[src/hdl/bsm3_pkg.sv]
// Shared types, constants and pixel arithmetic for the 3x3 binomial RGB smoother.
// Depends on nothing; every other file of the block imports it.

package bsm3_pkg;

   // Pixel word: channel 0 in bits 7..0, channel 1 in 15..8, channel 2 in 23..16
   localparam int CHANNELS   = 3;
   localparam int CHAN_W     = 8;
   localparam int PIX_W      = CHANNELS * CHAN_W;
   localparam int COORD_W    = 11;
   localparam int CFG_W      = 12;
   localparam int CSR_AW     = 2;

   // Defaults for the top-level parameters and the size registers
   localparam int MAX_WIDTH_DEF  = 2048;
   localparam int MAX_HEIGHT_DEF = 2048;
   localparam int DEF_WIDTH      = 640;
   localparam int DEF_HEIGHT     = 480;
   localparam int MIN_SIZE       = 3;

   // Result queue sizing: one pixel causes up to three results
   localparam int MAX_RESULTS = 3;
   localparam int OUTQ_DEPTH  = 8;
   localparam int OUTQ_AW     = $clog2(OUTQ_DEPTH);
   localparam int OUTQ_CW     = $clog2(OUTQ_DEPTH + 1);

   typedef logic [PIX_W-1:0] pixel_type;

   // Vertical column of the window: [0] row y-2, [1] row y-1, [2] row y
   typedef logic [2:0][PIX_W-1:0] column_type;

   typedef enum logic [CSR_AW-1:0] {
      REG_IMAGE_WIDTH  = 2'd0,
      REG_IMAGE_HEIGHT = 2'd1
   } csr_reg_type;

   // One line-buffer entry: the rows y-2 and y-1 at a column
   typedef struct packed {
      pixel_type prev2;
      pixel_type prev;
   } linepair_type;

   // Position flags of an accepted pixel
   typedef struct packed {
      logic x_is0;
      logic x_is1;
      logic y_is0;
      logic y_ge2;
      logic last_col;
      logic last_row;
   } pos_flags_type;

   typedef struct packed {
      pixel_type          pix;
      logic [COORD_W-1:0] col;
      logic [COORD_W-1:0] row;
      logic               last_of_item;
   } rsp_entry_type;

   // Results of one pixel, packed from entry 0 upward
   typedef struct packed {
      logic [1:0]                          cnt;
      rsp_entry_type [MAX_RESULTS-1:0]     ent;
   } push_type;

   // Saturate a size register into [MIN_SIZE, maxv]
   function automatic int clamp_size(logic [CFG_W-1:0] v, int maxv);
      if (int'(v) < MIN_SIZE) return MIN_SIZE;
      if (int'(v) > maxv) return maxv;
      return int'(v);
   endfunction

   function automatic logic [11:0] chan12(pixel_type p, int ch);
      return 12'(p[CHAN_W*ch +: CHAN_W]);
   endfunction

   // Kernel [1 2 1] down a column, (sum + 2) >> 2 per channel
   function automatic pixel_type vert_pix(column_type c);
      pixel_type   res;
      logic [11:0] s;
      res = '0;
      for (int ch = 0; ch < CHANNELS; ch++) begin
         s = chan12(c[0], ch) + (chan12(c[1], ch) << 1) + chan12(c[2], ch) + 12'd2;
         res[CHAN_W*ch +: CHAN_W] = s[9:2];
      end
      return res;
   endfunction

   // Kernel [1 2 1; 2 4 2; 1 2 1], (sum + 8) >> 4 per channel
   function automatic pixel_type full_pix(column_type l, column_type c, column_type r);
      pixel_type   res;
      logic [11:0] s;
      res = '0;
      for (int ch = 0; ch < CHANNELS; ch++) begin
         s = chan12(l[0], ch) + (chan12(c[0], ch) << 1) + chan12(r[0], ch)
           + (chan12(l[1], ch) << 1) + (chan12(c[1], ch) << 2) + (chan12(r[1], ch) << 1)
           + chan12(l[2], ch) + (chan12(c[2], ch) << 1) + chan12(r[2], ch) + 12'd8;
         res[CHAN_W*ch +: CHAN_W] = s[11:4];
      end
      return res;
   endfunction

endpackage

[src/hdl/bsm3_filter.sv]
// Filter stage: holds the accepted pixel while the line buffer answers, forms
// the window column, computes up to three results and writes the buffer back.
// Depends on bsm3_pkg.

module bsm3_filter #(
   parameter int MAX_WIDTH  = bsm3_pkg::MAX_WIDTH_DEF,
   parameter int MAX_HEIGHT = bsm3_pkg::MAX_HEIGHT_DEF,
   parameter int COL_W      = $clog2(MAX_WIDTH),
   parameter int ROW_W      = $clog2(MAX_HEIGHT)
) (
   input  logic                    clock,
   input  logic                    reset,
   input  logic                    accept,
   input  bsm3_pkg::pixel_type     pix,
   input  logic [COL_W-1:0]        x,
   input  logic [ROW_W-1:0]        y,
   input  bsm3_pkg::pos_flags_type flags,
   input  bsm3_pkg::linepair_type  lb_rd_data,
   output logic                    lb_wr_en,
   output logic [COL_W-1:0]        lb_wr_addr,
   output bsm3_pkg::linepair_type  lb_wr_data,
   output logic                    stage_valid,
   output bsm3_pkg::push_type      push
);
   import bsm3_pkg::*;

   logic          stage_valid_ff;
   pixel_type     pix_ff;
   logic [COL_W-1:0] x_ff;
   logic [ROW_W-1:0] y_ff;
   pos_flags_type flags_ff;
   column_type    left_ff;
   column_type    center_ff;
   column_type    cur;
   rsp_entry_type ent_a;
   rsp_entry_type ent_b;
   rsp_entry_type ent_c;
   logic          va;
   logic          vb;
   logic          vc;
   logic [1:0]    idx;

   // Stage register: one pixel, advances every cycle
   always_ff @(posedge clock) begin
      if (reset) begin
         stage_valid_ff <= 1'b0;
      end else begin
         stage_valid_ff <= accept;
      end
   end

   always_ff @(posedge clock) begin
      if (accept) begin
         pix_ff   <= pix;
         x_ff     <= x;
         y_ff     <= y;
         flags_ff <= flags;
      end
   end

   // Shift the window by one column per processed pixel
   always_ff @(posedge clock) begin
      if (stage_valid_ff) begin
         left_ff   <= center_ff;
         center_ff <= cur;
      end
   end

   assign cur = {pix_ff, lb_rd_data.prev, lb_rd_data.prev2};

   // Rotate the rows at this column: y-1 moves to y-2, the new pixel to y-1
   assign lb_wr_en         = stage_valid_ff;
   assign lb_wr_addr       = x_ff;
   assign lb_wr_data.prev2 = lb_rd_data.prev;
   assign lb_wr_data.prev  = pix_ff;

   assign stage_valid = stage_valid_ff;

   // Candidate results in emission order
   always_comb begin
      va = flags_ff.y_ge2 && !flags_ff.x_is0;
      vb = flags_ff.y_ge2 && flags_ff.last_col;
      vc = flags_ff.y_is0 || flags_ff.last_row;

      ent_a.pix          = flags_ff.x_is1 ? vert_pix(center_ff)
                                          : full_pix(left_ff, center_ff, cur);
      ent_a.col          = COORD_W'(x_ff - 1'b1);
      ent_a.row          = COORD_W'(y_ff - 1'b1);
      ent_a.last_of_item = 1'b0;

      ent_b.pix          = vert_pix(cur);
      ent_b.col          = COORD_W'(x_ff);
      ent_b.row          = COORD_W'(y_ff - 1'b1);
      ent_b.last_of_item = 1'b0;

      ent_c.pix          = pix_ff;
      ent_c.col          = COORD_W'(x_ff);
      ent_c.row          = COORD_W'(y_ff);
      ent_c.last_of_item = 1'b0;
   end

   // Pack the valid results from slot 0 and mark the final one
   always_comb begin
      push.ent = '0;
      idx      = 2'd0;
      if (va) begin
         push.ent[idx] = ent_a;
         idx           = idx + 2'd1;
      end
      if (vb) begin
         push.ent[idx] = ent_b;
         idx           = idx + 2'd1;
      end
      if (vc) begin
         push.ent[idx] = ent_c;
         idx           = idx + 2'd1;
      end
      if (idx != 2'd0) begin
         push.ent[idx - 2'd1].last_of_item = 1'b1;
      end
      push.cnt = stage_valid_ff ? idx : 2'd0;
   end

endmodule

[config.mk]
export PLATFORM = sky130hd
export DESIGN_NAME = bsm3_filter
export DESIGN_NICKNAME = d
export VERILOG_FILES = /design/src/hdl/bsm3_pkg.sv /design/src/hdl/bsm3_filter.sv
export SDC_FILE = /design/constraint.sdc
export NUM_CORES = 1
export LEC_CHECK = 0
export BUFFER_PORTS_ARGS = -buffer_cell sky130_fd_sc_hd__buf_2
export CAP_MARGIN = 20
export CORE_MARGIN = 3
export CORE_UTILIZATION = 55
export DETAILED_ROUTE_END_ITERATION = 7
export HOLD_SLACK_MARGIN = 0.02
export PLACE_DENSITY = 0.88
export SYNTH_ARGS = -nofsm -noshare
export SYNTH_HDL_FRONTEND = slang
export SYNTH_SLANG_ARGS = --single-unit
export TNS_END_PERCENT = 30
[constraint.sdc]
create_clock -name clock -period 8.6 [get_ports clock]
set_clock_uncertainty 0.15 [all_clocks]
set_input_delay 1.72 -clock clock [delete_from_list [all_inputs] [get_ports clock]]
set_output_delay 1.72 -clock clock [all_outputs]
set_load 0.05 [all_outputs]
== Word-level counts from Yosys, hierarchy flattened ==
Cells that the tools add are included.
Widths: inputs -> output; s select.

* Bits in registers: 197
* Latch bits: 0
* Memory bits (writable): 0
* ROM bits: 0
* Input port bits: 103
* Word-level logic and storage cells: 98
* Memories kept: 0

* Add/sub/neg operators: 50
* Multipliers: 0
* Divide/modulo/power cells: 0
* Magnitude comparators: 6
* Eq/ne operators: 0
* Shifts and indexed selects: 0
* Mux-type cells: 18
* Bitwise logic cells: 0
* Reduce and logical (&&, ||, !) cells: 8

{| class="wikitable"
|+ Operators by type and width
! operator !! number
|-
| $bwmux 141 || 3
|-
| $mux 141 || 3
|-
| $demux 47 s2 || 3
|-
| $mux 47 || 3
|-
| $add 8x9->10 || 9
|-
| $add 12x8->12 || 6
|-
| $add 12x9->12 || 6
|-
| $add 10x2->10 const B || 6
|-
| $add 10x8->10 || 6
|-
| $add 11x9->12 || 3
|-
| $add 12x10->12 || 3
|-
| $add 12x4->12 const B || 3
|-
| $add 10x8->11 || 3
|-
| $mux 24 || 1
|-
| $sub 11x1->11 const B || 2
|-
| $lt 2x3->1 const B || 2
|-
| $mux 2 || 3
|-
| $logic_and 1x1->1 || 5
|-
| $ge 2x1->1 const B || 2
|-
| $lt 1x3->1 const B || 1
|-
| $add 1x1->2 const B || 1
|-
| $add 2x1->2 const B || 1
|-
| $mux 1 || 2
|-
| $reduce_bool 2->1 || 1
|-
| 4 further kinds || 4
|}

== Longest topological paths before layout ==
Gate-level depths: netlist of run 1.

* Word-level depth: 17
* Depth in mapped cells: 18

== Least setup slack after synthesis of run 1 ==
Ideal clock, no wire load.

* Path kind: in2out
* Start point: input port lb_rd_data[1] (netlist bit)
* End point: output port push[28] (netlist bit)
* Data arrival time: 6.269 ns
* Data required time: 6.730 ns
* Setup slack: 0.461 ns
* Stages on the path: 18
* Buffers on the path: 1
* Cell sequence: inv_1 -> fa_1 -> clkbuf_1 -> xor2_1 -> ha_1 -> o21bai_1 -> fa_1 -> inv_1 -> fa_1 -> inv_1 -> ha_1 -> and3_1 -> a221oi_1 -> a21oi_1 -> a221oi_1 -> xnor2_1 -> nand2_1 -> a21oi_1

{| class="wikitable"
|+ RTL lines
! element !! line !! text
|-
| from (decl) || bsm3_filter.sv:18 || <nowiki>input bsm3_pkg::linepair_type lb_rd_data,</nowiki>
|-
| to (decl) || bsm3_filter.sv:23 || <nowiki>output bsm3_pkg::push_type push</nowiki>
|}

==> metrics.md, run 1 <==
| Metric | Value |
|---|---|
| Switching share of power | `0.480` |
| Initial DRC Count | `1143` |
| Reg2reg start | `lb_wr_en` |
| Path type of the worst setup path | `in2out` |
| DRC viols | `0` |
| Async SR Flop Fraction | `0` |
| Internal reg-to-reg setup slack | `6.78 ns` |
| RSZ-0062 raised after global routing | `false` |
| Clock power share | `0.152` |
| Core ar. | `28100 um2` |
| HPWL Detailed | `34100 um` |
| Synthesized area | `15900 um2` |
| Max FO, Critical Path | `7` |
| Crit path arrival time | `6.47 ns` |
| Layout cells sized above 1 | `0.212` |
| Drt pass-1 iters | `5` |
| Slowest CP cell | `fa_1` |
| CTS root buf | `clkbuf_16` |
| Clk slew on worst S/H paths | `0.07 ns` |
| Seq/Total Area, Yosys | `0.372` |
| # setup viols final | `0` |
| Routed wire length | `44900 um` |
| Initial core utilization | `0.565` |
| Number of global-route vias before repair | `13.0k` |
| Worst Path Required | `6.73 ns` |
| Final net count | `2107` |
| Syn Area/Cell | `11.1 um2` |
| Reg2reg path depth | `1` |
| Pin count of the biggest net entering global routing | `69` |
| DR vias | `12.2k` |
| Series of cell instances along the critical path | `buf_2 -> inv_1 -> fa_1 -> xor2_1 -> ha_1 -> o21bai_1 -> fa_1 -> inv_1 -> fa_1 -> inv_1 -> ha_1 -> and3_1 -> a221oi_1 -> a21oi_1 -> a221oi_1 -> xnor2_1 -> nand2_1 -> a21oi_1 -> buf_2` |
| Area growth from synthesis to layout | `15.2%` |
| First-pass GRT wire length | `69800 um` |
| Register area | `5910 um2` |
| Die W | `176 um` |
| Seq pwr share | `0.228` |
| Setup crit start | `lb_rd_data[1]` |
| GP Congestion | `0.914` |
| Worst min path class | `reg2reg` |
| Full die area | `30900 um2` |
| Peak supply drop | `0.000169 V` |
| Max H-tree Level | `4` |
| Final min period | `8.34 ns` |
| Filler cells | `2128` |
| Largest stage delay on the critical path | `0.56 ns` |
| Final core occ | `0.651` |
| Final hold violation count | `0` |
| Nature of the critical path startpoint | `input port` |
| GRT Total Usage | `0.295` |
| Sum Neg Setup Slack | `0 ns` |
| Yosys top cell area share | `0.371` |
| Pwr Density | `283 nW/um2` |
| Commonest non-fill, non-tap cell in the layout | `buf_2` |
| Post_cts resized | `0` |
| Crit end category | `primary output` |
| Multi-input logic area | `8670 um2` |
| Total CTS buffers | `17` |
| WHS Path Cells | `0` |
| P_sw | `2.48 mW` |
| Synth area leader | `edfxtp_1` |
| Gr ovfl total | `0` |
| Row Count | `61` |
| Top Family by Delay on Critical Path | `adder cells` |
| WP depth | `19` |
| Syn. warnings | `0` |
| Pins Over Slew Limit | `0` |
| Most frequent cells in the layout | `buf_2 (306), inv_1 (266), edfxtp_1 (196)` |
| Maxcap violations | `0` |
| DR WL/cell | `21.3 um` |
| Logic pwr share | `0.620` |
| Mapped Nets | `1824` |
| Initial antenna violation count | `1` |
| CTS tree | `built` |
| Post-CTS Setup Inserts | `0` |
| I/O Pins | `307` |
| Input/output buffers | `306` |
| Buf/Inv on CP | `5` |
| Period Utilization, post-route | `0.970` |
| Antenna-violating nets left | `0` |
| Worst Setup EP | `push[28]` |
| Rel. slew slack | `0.310` |
| P_int | `2.69 mW` |
| CTS Buffer Depth | `2` |
| Leakage Power | `8.54 nW` |
| Clk sinks | `197` |
| Status | `finished clean` |
| Seq cells post-synth | `197` |
| Synth Instances | `1435` |
| Post-cts hold buffer count | `0` |
| Worst slew pin tran | `1.03 ns` |
| Vias/cell | `5.80` |
| Clk_lat worst skew | `0.45 ns` |
| Worst R2R End | `center_ff[26]` |
| Number of synthesized flops with an enable pin | `196` |
| DIE HEIGHT | `176 um` |
| Top cells by area, synth | `edfxtp_1 (37%), fa_1 (21%), ha_1 (9.5%)` |
| Fmax | `120 MHz` |
| Synth unique cells | `71` |
| Post-synth top flop | `edfxtp_1` |
## power by group through the flow
stage          sequential, mW  clock (mW)  combinational [mW]
4_1_cts                  1.18       0.794                3.15
3_5_place_dp             1.20           0                3.12
3_3_place_gp             1.20           0                2.99
5_1_grt                  1.19       0.829                3.53
6_report                 1.18       0.784                3.21
2_1_floorplan            1.24           0                2.35
## how the worst min path moves through the flow
stage                  startpoint           to  slack, ns
floorplan           center_ff[48]  left_ff[48]       0.28
global placement    center_ff[64]  left_ff[64]       0.29
detailed placement   center_ff[8]   left_ff[8]       0.30
CTS                  center_ff[8]   left_ff[8]       0.32
global route        center_ff[61]  left_ff[61]       0.33
finish               center_ff[8]   left_ff[8]       0.32
## through the flow
stage,total power [mW],setup slack [ns],instance area (um2),hold WS [ns],std cells
2_1_floorplan,3.59,0.461,15900,0.281,1435
3_3_place_gp,4.19,0.439,17700,0.290,2075
3_5_place_dp,4.32,0.364,17700,0.298,2075
4_1_cts,5.13,0.341,18200,0.322,2107
5_1_grt,5.55,0.0845,18300,0.326,2109
6_report,5.17,0.262,18300,0.316,2110
## state kept, by name (all words and copies together), names as in the netlist
signal / count
center_ff: 72
flags_ff: 6
lb_wr_en: 1
lb_wr_addr: 11
pix_ff: 24
left_ff: 72
y_ff: 11
## synthesized netlist by cell type, types with 4 or more instances
| master | instances |
|---|---|
| a211o_1 | 4 |
| a211oi_1 | 11 |
| a21o_1 | 17 |
| a21oi_1 | 64 |
| a221oi_1 | 11 |
| a22o_1 | 11 |
| a2bb2oi_1 | 4 |
| a31oi_1 | 12 |
| and2_1 | 57 |
| and3_1 | 7 |
| buf_4 | 25 |
| clkbuf_1 | 27 |
| edfxtp_1 | 196 |
| fa_1 | 165 |
| ha_1 | 121 |
| inv_1 | 266 |
| mux2i_1 | 4 |
| nand2_1 | 70 |
| nand2b_1 | 14 |
| nand3_1 | 15 |
| nor2_1 | 58 |
| nor2b_1 | 11 |
| nor3_1 | 12 |
| o211ai_1 | 4 |
| o21a_1 | 8 |
| o21ai_0 | 87 |
| o21bai_1 | 11 |
| o22ai_1 | 8 |
| o31ai_1 | 11 |
| or3_1 | 6 |
| xnor2_1 | 29 |
| xor2_1 | 29 |
## cell families (layout without fill, tap and decap cells)
| logic type | count (synthesis) | count (layout) | share of synthesized area |
|---|---|---|---|
| mux | 5 | 5 | 0.00323 |
| xor+xnor | 58 | 58 | 0.0320 |
| fa+ha+maj | 287 | 287 | 0.304 |
| flops | 197 | 197 | 0.372 |
| compound gates | 298 | 298 | 0.121 |
| buf+inv | 324 | 620 | 0.0827 |
| simple gates | 266 | 266 | 0.0846 |
| other cells | 0 | 1 | 0 |
## metal layers
metal  global-route usage  up-vias  part of all wire
met1                0.364     6033              0.37
met3               0.0603      114             0.087
li1                     -     5405                 -
met2                0.512      683              0.51
met4                0.117        2             0.034
met5                    0        -           0.00025
## cell type report
type / count / share of cell area
inverter: 267 / 0.0548
clock inverter: 15 / 0.00678
multi-input combinational: 914 / 0.475
tap: 378 / 0.0259
timing repair buffer: 321 / 0.0912
antenna: 1 / 0.000137
clock buffer: 17 / 0.0233
sequential: 197 / 0.323
Power figures use the tool's default switching activity.
==> run 2: changes to the inputs <==
--- a/constraint.sdc
+++ b/constraint.sdc
@@ -4,2 +4,2 @@
 set_output_delay 1.72 -clock clock [all_outputs]
-set_load 0.05 [all_outputs]
+set_load 0.1 [all_outputs]
==> metrics.md, run 2 (synthesis gave the netlist of run 1 again) <==
| Metric | Value |
|---|---|
| First-pass GRT wire length | `71000 um (+1.8%)` |
| Largest stage delay on the critical path | `0.55 ns (about the same)` |
| Nature of the critical path startpoint | `input port` |
| Setup slack after layout | `0.283 ns (+0.0214 ns)` |
| Slowest CP cell | `fa_1` |
| Area growth from synthesis to layout | `15.8%` |
| Met3 WL | `3920 um (+0.54%)` |
| Initial antenna violation count | `1 (unchanged)` |
| Rel. slew slack | `0.252 (-0.0578)` |
| Path type of the worst setup path | `in2out` |
| Worst min path class | `reg2reg` |
| Worst Path Required | `6.73 ns (about the same)` |
| Full die area | `30900 um2 (unchanged)` |
| Period Utilization, post-route | `0.967 (-0.00249)` |
| Pins Over Slew Limit | `0 (unchanged)` |
| # setup viols final | `0 (unchanged)` |
| Clk slew on worst S/H paths | `0.07 ns (about the same)` |
| Crit path arrival time | `6.45 ns (-0.02 ns)` |
| Clk_lat worst skew | `0.46 ns (about the same)` |
| Post-Place Setup Slack | `0.384 ns (+0.0202 ns)` |
| Top flop regs | `center_ff x72, left_ff x72, pix_ff x24` |
| Initial DRC Count | `857 (-25%)` |
| Wire length on met2 | `22700 um (+0.19%)` |
| GP Congestion | `0.907 (-0.83%)` |
| Total power | `5.70 mW (+10%)` |
| Number of global-route vias before repair | `13.2k (+1.1%)` |
| DRC viols | `0 (unchanged)` |
| Post_cts resized | `0 (unchanged)` |
| Post-CTS Setup Inserts | `0 (unchanged)` |
| DIE HEIGHT | `176 um (unchanged)` |
| Antenna-violating nets left | `0 (unchanged)` |
| Input/output buffers | `306 (unchanged)` |
| Crit end category | `primary output` |
| HPWL Detailed | `34400 um (+0.99%)` |
| Status | `finished clean` |
| Maxcap violations | `0 (unchanged)` |
| Row Count | `61 (unchanged)` |
| Final min period | `8.32 ns (-0.0214 ns)` |
| DR WL/cell | `21.5 um (+0.87%)` |
| CTS root buf | `clkbuf_16` |
| Commonest non-fill, non-tap cell in the layout | `buf_2` |
| Pin count of the biggest net entering global routing | `67 (-2.9%)` |
| DR top layer | `met4` |
| GRT Total Usage | `0.300 (+0.00469)` |
| Core ar. | `28100 um2 (unchanged)` |
| DR vias | `12.3k (+0.77%)` |
| Fmax | `120 MHz (+0.26%)` |
| Peak supply drop | `0.000232 V (+37%)` |
| Clk sinks | `197 (unchanged)` |
| Max FO, Critical Path | `4 (-3)` |
| Final hold violation count | `0 (unchanged)` |
| I/O Pins | `307 (unchanged)` |
| Max H-tree Level | `4 (unchanged)` |
| Vias/cell | `5.85 (+0.82%)` |
| Initial core utilization | `0.565 (unchanged)` |
| CTS Buffer Depth | `2 (unchanged)` |
| Routed wire length | `45200 um (+0.82%)` |
| Post-cts hold buffer count | `0 (unchanged)` |
| CTS tree | `built` |
| Final net count | `2107 (unchanged)` |
| Die W | `176 um (unchanged)` |
| Drt pass-1 iters | `7 (+2)` |
| Layout cells sized above 1 | `0.213 (+0.000701)` |
| Total CTS buffers | `17 (unchanged)` |
| Pwr Density | `310 nW/um2 (+9.6%)` |
| M1 WL | `16800 um (+0.32%)` |
| Most frequent cells in the layout | `buf_2 (304), inv_1 (266), edfxtp_1 (196)` |
| Series of cell instances along the critical path | `buf_2 -> inv_1 -> fa_1 -> inv_1 -> fa_1 -> fa_1 -> inv_1 -> fa_1 -> inv_1 -> ha_1 -> and3_1 -> a221oi_1 -> a21oi_1 -> a221oi_1 -> xnor2_1 -> nand2_1 -> a21oi_1 -> buf_12` |
| Gr ovfl total | `0 (unchanged)` |
| Leakage Power | `8.58 nW (+0.38%)` |
| RSZ-0062 raised after global routing | `false` |
| Worst slew pin tran | `1.12 ns (+0.0863 ns)` |
[run 2: changes by cell type in the layout (fill, tap and decap cells not counted), sizes merged]
cell      delta
clkinvlp     +2
bufinv       +3
inv          +1
clkinv       -7
[run 2: critical path, delay by kind of cell]
family / cells / cell delay [ns]
fa+ha+maj: 5 / 2.43
compound gates: 4 / 1.29
buf+inv: 6 / 0.57
simple gates: 2 / 0.28
xor+xnor: 1 / 0.16
[run 2: cell type report]
cell class              count  area [um2]
diodes                      1        2.50
clock buffers              17         425
clock inverters            14         190
fillers                  2155        9720
inverters                 267        1000
multi-input cells         914        8670
flip-flops and latches    197        5910
well taps                 378         473
repair buffers            321        1690
[run 2: per-layer routing]
layer,up-vias,GRT usage
met1,6052,0.367
met5,-,0
met4,0,0.131
met2,734,0.513
met3,136,0.0659
li1,5409,-
[run 2: worst paths after layout]
kind / from / to / cells after the start / slack [ns]
worst max-delay path: lb_rd_data[3] / push[28] / 18 / 0.28
worst min-delay path: center_ff[56] / left_ff[56] / 0 / 0.31
worst max register to register: lb_wr_en / center_ff[26] / 1 / 6.74
worst min register to register: center_ff[56] / left_ff[56] / 0 / 0.31
[run 2: through the flow]
step	cell area (um2)	std cells	utilization	hold slack, ns	setup TNS, ns
3_3_place_gp	17700	2076	0.631	0.290	0
4_1_cts	18300	2107	0.653	0.311	0
6_report	18400	2109	0.654	0.311	0
3_5_place_dp	17700	2076	0.631	0.294	0
2_1_floorplan	15900	1435	-	0.281	-0.608
5_1_grt	18400	2108	0.654	0.330	0
[run 2: where the power goes]
group          switching [mW]  internal [mW]  total, mW
sequential             0.0640           1.12       1.18
clock                   0.404          0.466      0.870
combinational            2.44           1.20       3.65
